File: config.mk
export PLATFORM = sky130hd
export DESIGN_NAME = mstk_sort_cell
export DESIGN_NICKNAME = d
export VERILOG_FILES = /design/src/mstk_pkg.sv /design/src/mstk_sort_cell.sv
export SDC_FILE = /design/constraint.sdc
export NUM_CORES = 1
export LEC_CHECK = 0
export BUFFER_PORTS_ARGS = -buffer_cell sky130_fd_sc_hd__buf_2
export CAP_MARGIN = 0
export CORE_MARGIN = 4
export CORE_UTILIZATION = 40
export DETAILED_ROUTE_END_ITERATION = 10
export PLACE_DENSITY = 0.85
export SETUP_SLACK_MARGIN = 0.05
export SYNTH_ARGS = -nofsm -noshare
export SYNTH_HDL_FRONTEND = slang
export SYNTH_SLANG_ARGS = --single-unit
File: constraint.sdc
create_clock -name clk -period 3 [get_ports clk]
set_input_delay 0.75 -clock clk [delete_from_list [all_inputs] [get_ports clk]]
set_output_delay 0.75 -clock clk [all_outputs]
set_load 0.005 [all_outputs]
File: src/mstk_pkg.sv
// Shared types and constants for the Kruskal spanning tree block.
package mstk_pkg;

    localparam int MAX_VERTICES = 64;
    localparam int MAX_EDGES    = 256;
    localparam int WEIGHT_BITS  = 16;
    localparam int VID_BITS     = $clog2(MAX_VERTICES);
    localparam int VC_BITS      = 7;
    localparam int CNT_BITS     = $clog2(MAX_EDGES + 1);

    typedef struct packed {
        logic [VID_BITS-1:0]           src;
        logic [VID_BITS-1:0]           dst;
        logic signed [WEIGHT_BITS-1:0] weight;
    } edge_t;

    typedef struct packed {
        logic insert;
        logic shift;
    } cell_ctl_t;

    typedef struct packed {
        logic init;
        logic relabel;
        logic [VID_BITS-1:0] keep_label;
        logic [VID_BITS-1:0] old_label;
    } vtx_ctl_t;

endpackage

File: src/mstk_sort_cell.sv
// One cell of the sorted edge chain: insertion on arrival, left shift on scan.
module mstk_sort_cell
(
    input  logic                clk,
    input  mstk_pkg::cell_ctl_t ctl,
    input  logic                occ,
    input  mstk_pkg::edge_t     new_edge,
    input  mstk_pkg::edge_t     prev_edge,
    input  logic                prev_gt,
    input  mstk_pkg::edge_t     succ_edge,
    output mstk_pkg::edge_t     edge_q,
    output logic                gt
);

    mstk_pkg::edge_t edge_reg;

    // Empty cells count as heavier than anything; ties stay ahead of the new edge.
    assign gt     = !occ || (edge_reg.weight > new_edge.weight);
    assign edge_q = edge_reg;

    always_ff @(posedge clk)
    begin
        if (ctl.insert && gt)
        begin
            edge_reg <= prev_gt ? prev_edge : new_edge;
        end
        else if (ctl.shift)
        begin
            edge_reg <= succ_edge;
        end
    end

endmodule

# == Word level (Yosys, flattened, before mapping) ==
# Index checks and enable logic that the tools add are counted.
# classes
n_lt_le_gt_ge,1
n_mux,3
reduce_logical,4
# op_table
cell,count
two-way mux 28 bit,3
> comparator 16 bit,1
nonzero test 2 bit,1
logical AND 1 bit,1
zero test 1 bit,1
logical OR 1 bit,1
# word_totals
register_bits,28
in_bits,89
out_inout_bits,29
word_cells,11

# == Logic depth before layout (Yosys ltp) ==
# Gate-level depths: netlist of run 1.
# logic_depth
word_depth,4
ltp_mapped,10
depth_no_buf,8

# == Worst setup path before layout of run 1 ==
# Ideal clock, no wire load.
# synth_timing
path_type,input to register
startpoint,input new_edge[15] (netlist bit)
endpoint,"register edge_reg, in the netlist edge_q[0], enable pin"
setup_time_ns,0.371
t_arrival_ns,2.727
t_required_ns,2.629
path_slack_ns,-0.097
stages,10
path_buffers,2
cell_sequence,inv_1 > ha_1 > nand4_1 > nor3_2 > o21ai_1 > or3b_1 > nand4_2 > buf_6 > buf_12 > or2_2
# synth_via
elab_chain_cells,4
# synth_lines
element,line,rtl
start: declaration,mstk_sort_cell.sv:7,"input mstk_pkg::edge_t new_edge,"
> comparator 16 bit,mstk_sort_cell.sv:18,assign gt = !occ || (edge_reg.weight > new_edge.weight);
logical OR 1 bit,mstk_sort_cell.sv:18,
logical AND 1 bit,mstk_sort_cell.sv:23,if (ctl.insert && gt)
nonzero test 2 bit (no source line),n/a,
end signal: assignment,mstk_sort_cell.sv:25,edge_reg <= prev_gt ? prev_edge : new_edge;
end signal: assignment,mstk_sort_cell.sv:29,edge_reg <= succ_edge;
end: declaration,mstk_sort_cell.sv:15,mstk_pkg::edge_t edge_reg;
# No other way between the ends.
# A chain may end at the register's enable or synchronous reset.

# == Worst setup path after layout of run 1 ==
# layout_timing
startpoint,input new_edge[9] (netlist bit)
endpoint,output gt
# layout_via
elab_chain_cells,2
# layout_lines
element,line,rtl
> comparator 16 bit,mstk_sort_cell.sv:18,
logical OR 1 bit,mstk_sort_cell.sv:18,
end: declaration,mstk_sort_cell.sv:12,output logic gt
# No other way between the ends.

==> results of run 1 <==
## cell usage after synthesis, drive strengths merged, types with 2 or more instances
library cell / n
nand4: 4
o21ai: 18
inv: 18
a21oi: 6
edfxtp: 28
nand2b: 2
ha: 16
or3b: 2
nand2: 22
mux2: 41
buf: 3
clkbuf: 5
## cell type report
| type | count | share of cell area, % |
|---|---|---|
| Clock buffer | 3 | 1.36 |
| Inverter | 18 | 2.31 |
| Multi-Input combinational cell | 121 | 40.0 |
| Sequential cell | 28 | 27.7 |
| Tap cell | 67 | 2.76 |
| Timing Repair Buffer | 131 | 25.9 |
## per-stage QoR
step	area, µm²	util (%)	TNS, ns	worst slack (ns)	hold slack, ns
final	3040	63.5	0	0.0488	0.772
after global routing	3040	63.5	-0.0840	-0.0840	0.763
after CTS	2860	59.7	0	0.0584	0.769
after detailed placement	2720	56.8	-3.38	-0.180	1.05
after global placement	2720	56.8	-3.02	-0.163	1.05
after floorplan	2000	-	0	0.0651	0.968
## placed cells by master (no fill, tap or decap), types with 5 or more instances in the layout
cell type                  count
sky130_fd_sc_hd__buf_4         6
sky130_fd_sc_hd__edfxtp_1     28
sky130_fd_sc_hd__mux2_2       32
sky130_fd_sc_hd__buf_2       115
sky130_fd_sc_hd__mux2_4        9
sky130_fd_sc_hd__o21ai_0      15
sky130_fd_sc_hd__ha_4          9
sky130_fd_sc_hd__nand2_1      20
sky130_fd_sc_hd__buf_6         5
sky130_fd_sc_hd__inv_1         9
sky130_fd_sc_hd__ha_1          6
sky130_fd_sc_hd__inv_2         8
## how the worst max path moves through the flow
| stage | endpoint | slack (ns) | cells past startpoint |
|---|---|---|---|
| finish | gt | 0.05 | 11 |
| global route | gt | -0.08 | 11 |
| detailed placement | gt | -0.18 | 11 |
| floorplan | edge_q[0] | 0.07 | 10 |
| CTS | gt | 0.06 | 11 |
| global placement | gt | -0.16 | 11 |
## cells by family (layout without fill, tap and decap cells)
kind of cell / count (synthesis) / after routing / synth area share (%)
AOI/OAI and AO/OA: 27 / 27 / 7.25
xor gates and xnor gates: 1 / 1 / 0.438
adders and majority gates: 16 / 16 / 10.0
buffers and inverters: 26 / 152 / 6.25
DFF: 28 / 28 / 42.0
muxes: 41 / 41 / 24.8
and+or+nand+nor: 36 / 36 / 9.26
## worst max-delay path: stages
cell                       delay, ns
sky130_fd_sc_hd__buf_2          0.10
sky130_fd_sc_hd__inv_2          0.07
sky130_fd_sc_hd__ha_4           0.21
sky130_fd_sc_hd__a21oi_4        0.14
sky130_fd_sc_hd__o21ai_2        0.07
sky130_fd_sc_hd__a221oi_2       0.26
sky130_fd_sc_hd__buf_4          0.15
sky130_fd_sc_hd__nand2_2        0.05
sky130_fd_sc_hd__xor2_1         0.14
sky130_fd_sc_hd__o21ai_1        0.13
sky130_fd_sc_hd__buf_2          0.13
## per-layer routing
metal | vias to the layer above | routed length (µm) | track usage (%)
li1 | 887 | - | -
met4 | 0 | 32 | 4.55
met2 | 78 | 2810 | 30.6
met3 | 2 | 504 | 5.44
met1 | 800 | 2080 | 19.1
met5 | - | 0 | 0
## where the power goes
group          switching, W  total, W  internal, W  leakage, nW
Sequential        0.0000460  0.000590     0.000544        0.285
Combinational      0.000293  0.000692     0.000399         1.11
Clock              0.000117  0.000207    0.0000902       0.0216
Total              0.000456   0.00149      0.00103         1.42
## repair_timing
action | in CTS | in global routing
hold endpoints to repair | 0 | 0
resized for setup | 17 | 22
gates cloned | 0 | 3
pin swaps | 9 | 15
setup endpoints to repair | 1 | 30
buffers inserted | 1 | 1
==> results.md, run 1 <==
Power:
- In this run the power density over the cells is between 400 and 500 mW/mm².
- The peak supply drop is 0.277 mV.
- The total power after layout is about 0.0015 W.
- The cell leakage power is between 1 and 1.5 nW.

GRT:
- The number of global-route vias before repair came to between 1500 and 2000.
- Across every metal layer, demand over resource in global routing totals 16.9%.
- The initial antenna violation count is 0.
- After global routing the overflow that remains totals 0.
- The global-route wire length before repair is between 8000 and 9000 µm.
- The pin count of the biggest net entering global routing is 44.

Critical path:
- In this run the worst setup path begins at new_edge[9].
- The reg-to-reg critical path startpoint is edge_q[15].
- The depth of the most critical reg-to-reg path is 10.
- The category of the critical setup timing path is input port to primary output.
- The startpoint type of the worst setup path is an input port.
- The reg-to-reg critical path endpoint is edge_q[3].
- Data on the critical path is required at its endpoint by between 2 and 2.5 ns.
- The data arrival time of the worst path is about 2.2 ns.
- Of all nets on the critical path, the largest fanout is 2.
- The sort of element at the end of the critical path is a primary output.
- The setup slack of the worst register-to-register path is between 0.2 and 0.3 ns.

Layout:
- The flip-flop count of the largest register after layout is 28.
- The area growth from synthesis to layout is 51.8%.
- The register area is about 840 µm².
- The combined area of the multi-input logic cells is roughly 0.0012 mm².
- The count of non-filler cells in the finished layout is ~370.
- The number of fill cells is 372.
- The number of diodes added for antenna fixing is 0.
- For this run, the post-layout net count is just over 400.
- Of the cells placed in the final design, the portion with a size suffix greater than 1 is 68.8%.

Flow run:
- Across the run, the number of max-cap violations was 0.

Synth:
- Summing the sequential cell areas from Yosys gives between 40% and 50% of the chip area.
- After synthesis, the largest area contributor takes up around 42% of total cell area.
- The fraction of registers with async set or reset after synthesis is 0%.
- The synthesized netlist occupies a cell area of ~0.002 mm².
- Synthesis produced approximately 180 cells.
- The Yosys warning count is 0.
- When the netlist entered floorplanning its net count stood at between 200 and 300.
- In the synthesized netlist the dominant register cell turns out to be sky130_fd_sc_hd__edfxtp_1.
- Each instance of the synthesized netlist takes up on average approximately 11 µm².
- The number of storage elements in the synthesis netlist is 28.
- By area the synthesized netlist is led by sky130_fd_sc_hd__edfxtp_1 42%, sky130_fd_sc_hd__mux2_2 18%, sky130_fd_sc_hd__ha_1 10%.
- The number of flops mapped to enable cells by yosys is 28.
- The cell accounting for the most synthesized area is sky130_fd_sc_hd__edfxtp_1.
- The distinct cell type count of the synthesized netlist is 27.

Placed design:
- Buffers placed on the I/O ports in this run total around 120.
- The instance count after placement with tap cells included is between 300 and 400.
- The detailed placement HPWL is 4130 µm.
- The final RePlAce weighted congestion is ~0.81.

Detailed routing:
- The first routing iteration left 57 violations.
- The post-detailed-route DRC marker count is 0.
- The number of iterations in the first detailed-routing pass is 4.
- Summed over all layers, the routed wires come to ~5400 µm.
- In the final routed layout, each cell accounts on average for ~15 µm.
- Across all layers, the routed design uses around 1800 vias.
- In the routed layout, each cell is associated on average with a via count of between 4 and 5.
- The number of nets with antenna violations after detailed routing is 0.

Floorplan:
- The number of placed I/O pins is 118.
- The initial utilization of the core area, before any placement, comes to a little over two fifths.
- The number of core rows is 25.
- The floorplan die height is approximately 79 µm.
- The die covers between 0.006 and 0.007 mm².
- The die boundary width is roughly 79 µm.
- The core region is ~0.0048 mm².

Clocking:
- In this run the number of H-tree levels came out at 1.
- The root buffer cell is sky130_fd_sc_hd__clkbuf_8.
- The clock passes through at most 2 buffers.
- The number of sinks handled by clock tree synthesis is 28.
- TritonCTS built the clock tree.
- The TritonCTS buffer count is 3.
- At the later pin of the worst-skew pair, clock insertion delay measures 0.27 ns.
- The number of hold buffers added after cts is 0.
- Clock-pin slew was measured on the worst setup and hold paths at about 0.10 ns.

Timing:
- The number of max-slew violations in the final report came to 0.
- The clock arrives with 0.00772 ns of skew.
- The count of endpoints failing setup in the final report is 0.
- The number of hold violations in the final report is 0.
- In the finished design, the share of the clock period the worst path needs comes to between 90% and 100%.
- The highest attainable clock frequency is 339 MHz.
- At the pin with the least slew margin, the transition time is 0.742 ns.
- Setup repair after global routing could not meet its margin everywhere.
- In this run the tightest slew margin relative to its limit is approximately half.
- Subtracting the final worst setup slack from the clock period gives 2.95 ns.

Worst hold path:
- The worst hold path depth is 2.
- The startpoint identified for the worst hold timing path is succ_edge[9].
- The hold-critical path endpoint is edge_q[9].
- The tightest min-delay check is of the input port to flop type.

Run status:
- The run finished with clean final reports.
(Power assumes the default switching activity.)
==> run 2: changes to the inputs <==
--- a/config.mk
+++ b/config.mk
@@ -7,10 +7,12 @@
 export LEC_CHECK = 0
 export BUFFER_PORTS_ARGS = -buffer_cell sky130_fd_sc_hd__buf_2
 export CAP_MARGIN = 0
+export CORE_ASPECT_RATIO = 1.5
 export CORE_MARGIN = 4
 export CORE_UTILIZATION = 40
 export DETAILED_ROUTE_END_ITERATION = 10
 export PLACE_DENSITY = 0.85
+export RECOVER_POWER = 50
 export SETUP_SLACK_MARGIN = 0.05
 export SYNTH_ARGS = -nofsm -noshare
 export SYNTH_HDL_FRONTEND = slang
==> run 2 against run 1 <==
  * Final cell count fell by 0.54%
  * Critical path depth is the same
  * Largest power group unchanged
  * Critical path type unchanged
  * Flip-flop and latch count is the same
  * Count of clock-buffer cells in the layout did not move
  * Final area down 3.1%
  * Total power decreased by 4.5%
  * Via count rose by 0.23%
  * First-iteration DRC count rose by 11%
  * Non-clock buffer count decreased by 1
  * Sequential power about the same
  * Combinational power down 10%
==> results.md, run 2 (synthesized netlist as in run 1, its figures left out) <==
Floorplan:
- The number of placed I/O pins is 118 (unchanged).
- The floorplan die height was 94.6 µm (+20%).
- The area of the die was 0.00622 mm² (+0.38%).
- The core box area is 0.00485 mm² (+1.3%).
- The initial standard-cell utilization of the core is 41.3% (-0.54 points).
- The die boundary width came to 65.7 µm (-16%).
- The number of core rows is 31 (+24%).

Flow run:
- The max-cap check violation count was 0 (unchanged).

Timing:
- The aggregate negative setup slack is 0 ns (unchanged).
- The post-route fraction of the period consumed by the critical path is 98.4% (about the same).
- The worst slew margin relative to its limit is 49.2% (-1.3 points).
- The clock skew is 0.00780 ns (+0.0000870 ns).
- The number of max-slew violations in the final report is 0 (unchanged).
- The shortest clock period the worst path allows after layout was 2.95 ns (-0.000408 ns).
- The count of endpoints failing setup in the final report is 0 (unchanged).
- The number of hold violations in the final report is 0 (unchanged).
- The highest attainable clock frequency is 339 MHz (about the same).
- Setup repair after global routing could not meet its margin everywhere.
- The worst hold slack after final layout was 0.769 ns (-0.00311 ns).
- The transition time at the pin with the least slew margin is 0.762 ns (+0.0198 ns).

Critical path:
- The required time of the critical path is 2.25 ns (about the same).
- The signal on the critical path passes through buf_2 -> inv_2 -> ha_4 -> a21oi_1 -> nand2_1 -> a221oi_2 -> buf_4 -> nand2_2 -> xor2_1 -> o21ai_1 -> buf_2.
- The biggest cell delay along the critical path is 0.22 ns (-0.04 ns).
- The sort of element at the end of the critical path is a primary output.
- The most numerous cell type found on the critical path is sky130_fd_sc_hd__buf_2.
- The startpoint type of the worst setup path is an input port.
- The maximum fanout along the worst path is 4 (+2).
- The reg-to-reg critical path startpoint is edge_q[14].
- The data arrival time of the worst path came to 2.20 ns (about the same).
- The category of the critical setup timing path is input port to primary output.
- The critical path's slowest cell is sky130_fd_sc_hd__a221oi_2.
- Tracing the worst setup path back leads to its startpoint at new_edge[14].

Clocking:
- The clock insertion delay at the later pin of the skew report came to 0.27 ns (about the same).
- The number of sinks handled by clock tree synthesis is 28 (unchanged).
- The maximum clock path buffer count came to 2 (unchanged).
- The maximum level of the CTS H-tree came to 1 (unchanged).
- The TritonCTS clock tree is built.
- The clock-pin slew on the worst setup and hold paths came to 0.10 ns (about the same).
- The cell sitting at the root of the clock tree is a sky130_fd_sc_hd__clkbuf_8.
- The TritonCTS buffer count was 3 (unchanged).

Layout:
- Leaving out fill and tap cells, the most frequent cells in the layout are 95 x sky130_fd_sc_hd__buf_2, 32 x sky130_fd_sc_hd__mux2_2, 28 x sky130_fd_sc_hd__edfxtp_1, 20 x sky130_fd_sc_hd__nand2_1, 19 x sky130_fd_sc_hd__clkbuf_1.
- The number of diodes added for antenna fixing is 0 (unchanged).
- The number of fill cells is 427 (+15%).
- The share of post-route cells with drive strength above 1 came to 61.0% (-7.8 points).
- The end-of-flow core utilization is 60.7% (-2.8 points).
- Leaving out fill and tap cells, the most frequent cell in the layout is sky130_fd_sc_hd__buf_2.
- The flip-flop count of the largest register after layout came to 28 (unchanged).
- Compared with the post-synthesis result, the final layout area differs by 47.2%.
- The final layout net count is 407 (-0.25%).

GRT:
- The total track usage is 16.2% (-0.77 points).
- The met1 track demand over resource in global routing is 17.4% (-1.7 points).
- The pin count of the biggest net entering global routing came to 44 (unchanged).
- The global-route wire length before repair is 7870 µm (-4.7%).
- After global routing, the most crowded layer is met2.
- The total global routing overflow was 0 (unchanged).
- The number of global-route vias before repair is 1786 (-2.4%).
- The global-route track usage on met2 was 31.3% (+0.65 points).
- The global-route met3 utilization is 2.14% (-3.3 points).
- The initial antenna violation count came to 0 (unchanged).

Detailed routing:
- The detailed-route wire length came to 5340 µm (-1.6%).
- The average wire length per cell after detail routing is 14.6 µm (-1.1%).
- The number of nets with antenna violations after detailed routing is 0 (unchanged).
- The violation count after the first detailed-route iteration is 63 (+11%).
- The via density per instance is 4.84 (+0.77%).
- The number of vias after detailed routing is 1771 (+0.23%).
- The post-detailed-route DRC marker count came to 0 (unchanged).
- The number of iterations in the first detailed-routing pass is 4 (unchanged).

Placed design:
- The final RePlAce weighted congestion is 0.773 (-4.2%).
- The detailed placement HPWL is 4090 µm (-1.0%).
- The number of I/O port buffers is 117 (unchanged).

Power:
- The total power after layout came to 0.00142 W (-4.5%).
- The power density over the cells came to 483 mW/mm² (-1.5%).
- The cell leakage power is 1.33 nW (-6.0%).
- The peak supply drop is 0.244 mV (-12%).

Worst hold path:
- The start point of the worst hold path is succ_edge[16].
- The type of the worst min-delay path is input port to flop.

Run status:
- The flow ran to the end, and the final reports show no timing, DRC or antenna violations.
[run 2: cell count changes in the layout (fill, tap and decap cells not counted), sizes merged]
cell | previous run | this run
buf | 129 | 110
clkbuf | 5 | 23
[run 2: critical path: cells and delay by family]
family / cells / cell delay, ns
AOI/OAI and AO/OA: 3 / 0.49
xor gates and xnor gates: 1 / 0.15
adders and majority gates: 1 / 0.21
buffers and inverters: 4 / 0.46
and+or+nand+nor: 2 / 0.14
[run 2: layer usage]
layer | vias up | share of wire, %
li1 | 887 | -
met1 | 821 | 37
met2 | 59 | 56
met3 | 4 | 5.6
met4 | 0 | 1.4
met5 | - | 0
[run 2: power by group]
| group | internal (W) | switching (W) |
|---|---|---|
| registers | 0.000544 | 0.0000470 |
| clock network | 0.0000903 | 0.000120 |
| logic | 0.000347 | 0.000274 |
| total | 0.000981 | 0.000441 |
[run 2: final timing paths]
check               end  cells after the start  slack, ns
min reg2reg  edge_q[20]                      6       1.51
max                  gt                     11       0.05
max reg2reg   edge_q[0]                      8       0.29
min          edge_q[16]                      2       0.77
[run 2: cell type report]
class	count	area [µm²]	area share (%)
Timing Repair Buffer	130	708	24.1
Clock buffer	3	41.3	1.40
Multi-Input combinational cell	121	1200	40.7
Inverter	18	72.6	2.46
Tap cell	66	82.6	2.80
Sequential cell	28	841	28.6
[run 2: per-stage QoR]
stage | setup slack (ns) | instance area, µm² | cells
after floorplan | 0.0651 | 2000 | 175
after detailed placement | -0.141 | 2730 | 360
after CTS | 0.0513 | 2840 | 363
after global placement | -0.105 | 2730 | 360
final | 0.0492 | 2940 | 366
after global routing | -0.0272 | 2940 | 366
[run 2: repair_timing]
action | CTS | global route
pin swaps | 6 | 14
setup buffers | 0 | 3
setup endpoints to repair | 1 | 46
hold buffers | 0 | 0
gates resized for setup | 15 | 19
==> run 3: changes to the inputs <==
--- a/config.mk
+++ b/config.mk
@@ -7,7 +7,7 @@
 export LEC_CHECK = 0
 export BUFFER_PORTS_ARGS = -buffer_cell sky130_fd_sc_hd__buf_2
 export CAP_MARGIN = 0
-export CORE_ASPECT_RATIO = 1.5
+export CORE_ASPECT_RATIO = 0.6
 export CORE_MARGIN = 4
 export CORE_UTILIZATION = 40
 export DETAILED_ROUTE_END_ITERATION = 10
==> constraint.sdc (replaced) <==
create_clock -name clk -period 2.7 [get_ports clk]
set_input_delay 0.675 -clock clk [delete_from_list [all_inputs] [get_ports clk]]
set_output_delay 0.675 -clock clk [all_outputs]
set_load 0.05 [all_outputs]
==> run 3 against run 2 <==
  * The run now ends with setup timing left
  * Global-route usage decreased by 0.55 points
  * Combinational power up 77%
  * Setup slack worse by 0.23 ns
  * Die area increased by 0.22%
  * Sequential share of layout area shrank 1.1 points
  * Final area up 4.0%
  * Register-to-register slack worse by 0.41 ns
  * Clock power up 58%
  * Sequential power is 13% higher
  * Clock skew grew 0.0042 ns
  * Final cell count shrank 0.55%
  * Largest power group unchanged
==> results.md, run 3 (synthesized netlist as in run 1, its figures left out) <==
Run status:
- The run finished, with violations left.
- The checks that failed: setup timing.

Worst hold path:
- For hold timing, the worst endpoint is edge_q[7].
- The worst hold path depth is 2 (unchanged).
- The type of the worst min-delay path is input port to flop.
- The start point of the worst hold path is succ_edge[7].

Power:
- The cell leakage power came to 1.37 nW (+2.8%).
- The power density over the cells was 685 mW/mm² (+42%).
- The peak supply drop was 0.359 mV (+47%).

Critical path:
- The data arrival time of the worst path is 2.21 ns (about the same).
- The worst setup path is launched from an input port.
- The setup slack of the worst register-to-register path is -0.12 ns (-0.41 ns).
- The depth of the most critical reg-to-reg path came to 11 (+3).
- In this run the critical register-to-register path is launched from edge_q[10].
- The endpoint identified for the worst register-to-register timing path is edge_q[9].
- The sort of element at the end of the critical path is a primary output.
- The maximum fanout along the worst path is 2 (-2).
- The required time of the critical path is 2.03 ns (-0.22 ns).
- The category of the critical setup timing path is input port to primary output.

Timing:
- Timing would allow up to 347 MHz.
- The worst slew margin relative to its limit is 50.5% (+1.3 points).
- The count of endpoints failing setup in the final report is 55 (+55).
- The smallest clock period supported by the final layout is computed as 2.88 ns.
- The number of max-slew violations in the final report is 0 (unchanged).
- The clock skew came to 0.0120 ns (+0.00424 ns).
- The transition time at the pin with the least slew margin is 0.742 ns (-0.0197 ns).
- The post-layout worst setup margin is -0.180 ns (-0.229 ns).
- The number of hold violations in the final report is 0 (unchanged).
- After layout, the worst path uses 107% of the clock period.
- Setup repair after global routing could not meet its margin everywhere.

Floorplan:
- The number of core rows came to 19 (-39%).
- The core box area is 0.00471 mm² (-2.9%).
- The initial standard-cell utilization of the core is 42.5% (+1.2 points).
- The area of the die is 0.00623 mm² (+0.22%).
- The number of placed I/O pins is 118 (unchanged).
- The floorplan die height was 62.8 µm (-34%).
- The die boundary width is 99.3 µm (+51%).

Detailed routing:
- The number of iterations in the first detailed-routing pass came to 4 (unchanged).
- The average wire length per cell after detail routing was 14.8 µm (+1.2%).
- The detailed-route wire length is 5380 µm (+0.62%).
- The post-detailed-route DRC marker count came to 0 (unchanged).
- The violation count after the first detailed-route iteration is 41 (-35%).
- The number of vias after detailed routing is 1778 (+0.40%).
- The via density per instance is 4.88 (+0.95%).
- The number of nets with antenna violations after detailed routing was 0 (unchanged).

Clocking:
- The TritonCTS buffer count is 3 (unchanged).
- The clock insertion delay at the later pin of the skew report is 0.28 ns (about the same).
- The maximum clock path buffer count is 2 (unchanged).
- The root buffer cell is sky130_fd_sc_hd__clkbuf_8.
- The number of sinks handled by clock tree synthesis was 28 (unchanged).
- The clock-pin slew on the worst setup and hold paths is 0.10 ns (about the same).
- TritonCTS built the clock tree.
- The maximum level of the CTS H-tree is 1 (unchanged).

Layout:
- In the layout the commonest cells are 98 x sky130_fd_sc_hd__buf_2, 32 x sky130_fd_sc_hd__mux2_2, 28 x sky130_fd_sc_hd__edfxtp_1, 20 x sky130_fd_sc_hd__nand2_1.
- The most common cell after layout, fill and taps aside is sky130_fd_sc_hd__buf_2.
- The share of post-route cells with drive strength above 1 was 65.8% (+4.8 points).
- The flip-flop count of the largest register after layout is 28 (unchanged).
- The count of non-filler cells in the finished layout is 364 (-0.55%).
- The number of diodes added for antenna fixing is 0 (unchanged).
- The final layout net count is 407 (unchanged).
- The area added between synthesis and finish is 53.1%.

Placed design:
- The instance count after placement with tap cells included is 356 (-1.1%).
- The detailed placement HPWL is 4070 µm (-0.31%).
- The number of I/O port buffers was 117 (unchanged).
- The worst setup timing slack at the placement stage is -0.338 ns (-0.197 ns).
- The final RePlAce weighted congestion is 0.749 (-3.1%).

Flow run:
- The max-cap check violation count is 0 (unchanged).

GRT:
- The number of global-route vias before repair came to 1745 (-2.3%).
- The total track usage is 15.6% (-0.55 points).
- The total global routing overflow is 0 (unchanged).
- The pin count of the biggest net entering global routing is 44 (unchanged).
- The initial antenna violation count came to 0 (unchanged).
- The global-route wire length before repair is 7930 µm (+0.79%).
run 3: cell count changes in the layout (fill, tap and decap cells not counted), sizes merged:
cell    previous run  this run
clkbuf            23        18
buf              110       115
bufinv             0         1
run 3: worst max-delay path by stage:
stage          slack (ns)        end  cells after the start          from
6_report            -0.18         gt                     10  new_edge[11]
2_1_floorplan       -0.09  edge_q[0]                      9     edge_q[7]
5_1_grt             -0.24         gt                      8    edge_q[11]
3_3_place_gp        -0.31         gt                     10   new_edge[9]
4_1_cts             -0.15         gt                     10   new_edge[5]
3_5_place_dp        -0.34         gt                     10   new_edge[9]
run 3: worst max-delay path, cell delays in order:
cell,delay (ns)
sky130_fd_sc_hd__buf_6,0.10
sky130_fd_sc_hd__inv_4,0.05
sky130_fd_sc_hd__ha_4,0.19
sky130_fd_sc_hd__a21oi_2,0.14
sky130_fd_sc_hd__o21ai_2,0.10
sky130_fd_sc_hd__a221oi_4,0.33
sky130_fd_sc_hd__nand2_2,0.11
sky130_fd_sc_hd__xor2_2,0.17
sky130_fd_sc_hd__o21ai_4,0.16
sky130_fd_sc_hd__buf_8,0.16
run 3: area by class of cell:
cell class	instances	area, µm²
Inverter	18	70.1
Sequential cell	28	841
Multi-Input combinational cell	121	1260
Tap cell	63	78.8
Clock buffer	3	41.3
Timing Repair Buffer	130	738
Clock inverter	1	30.0
Fill cell	393	1640
run 3: power breakdown:
part	leakage, nW	switching, W	internal [W]	total (W)
Clock	0.0357	0.000135	0.000198	0.000334
Combinational	1.05	0.000658	0.000443	0.00110
Sequential	0.285	0.0000596	0.000605	0.000665
run 3: metal layers:
layer,GRT usage (%),vias up,part of all wire [%]
met5,0,-,0
met2,27.1,81,47
met1,19.2,807,41
met4,2.04,0,1.1
li1,-,884,-
met3,5.57,6,11
run 3: what timing repair did:
| item | 4_1_cts | 5_1_grt |
|---|---|---|
| setup buffers | 1 | 3 |
| resized for setup | 21 | 23 |
| pin swaps | 12 | 13 |
| setup endpoints to repair | 5 | 57 |
| hold buffers | 0 | 0 |
run 3: through the flow:
stage          hold slack (ns)  total power, W  cell area [µm²]  TNS (ns)  utilization, %
2_1_floorplan            0.893         0.00137             2030     -2.48               -
3_3_place_gp             0.978         0.00161             2750    -12.30            58.3
3_5_place_dp             0.980         0.00163             2750    -12.50            58.3
4_1_cts                  0.686         0.00203             2920    -0.145            62.1
5_1_grt                  0.675         0.00221             3060     -8.03            65.1
6_report                 0.688         0.00210             3060     -4.95            65.1
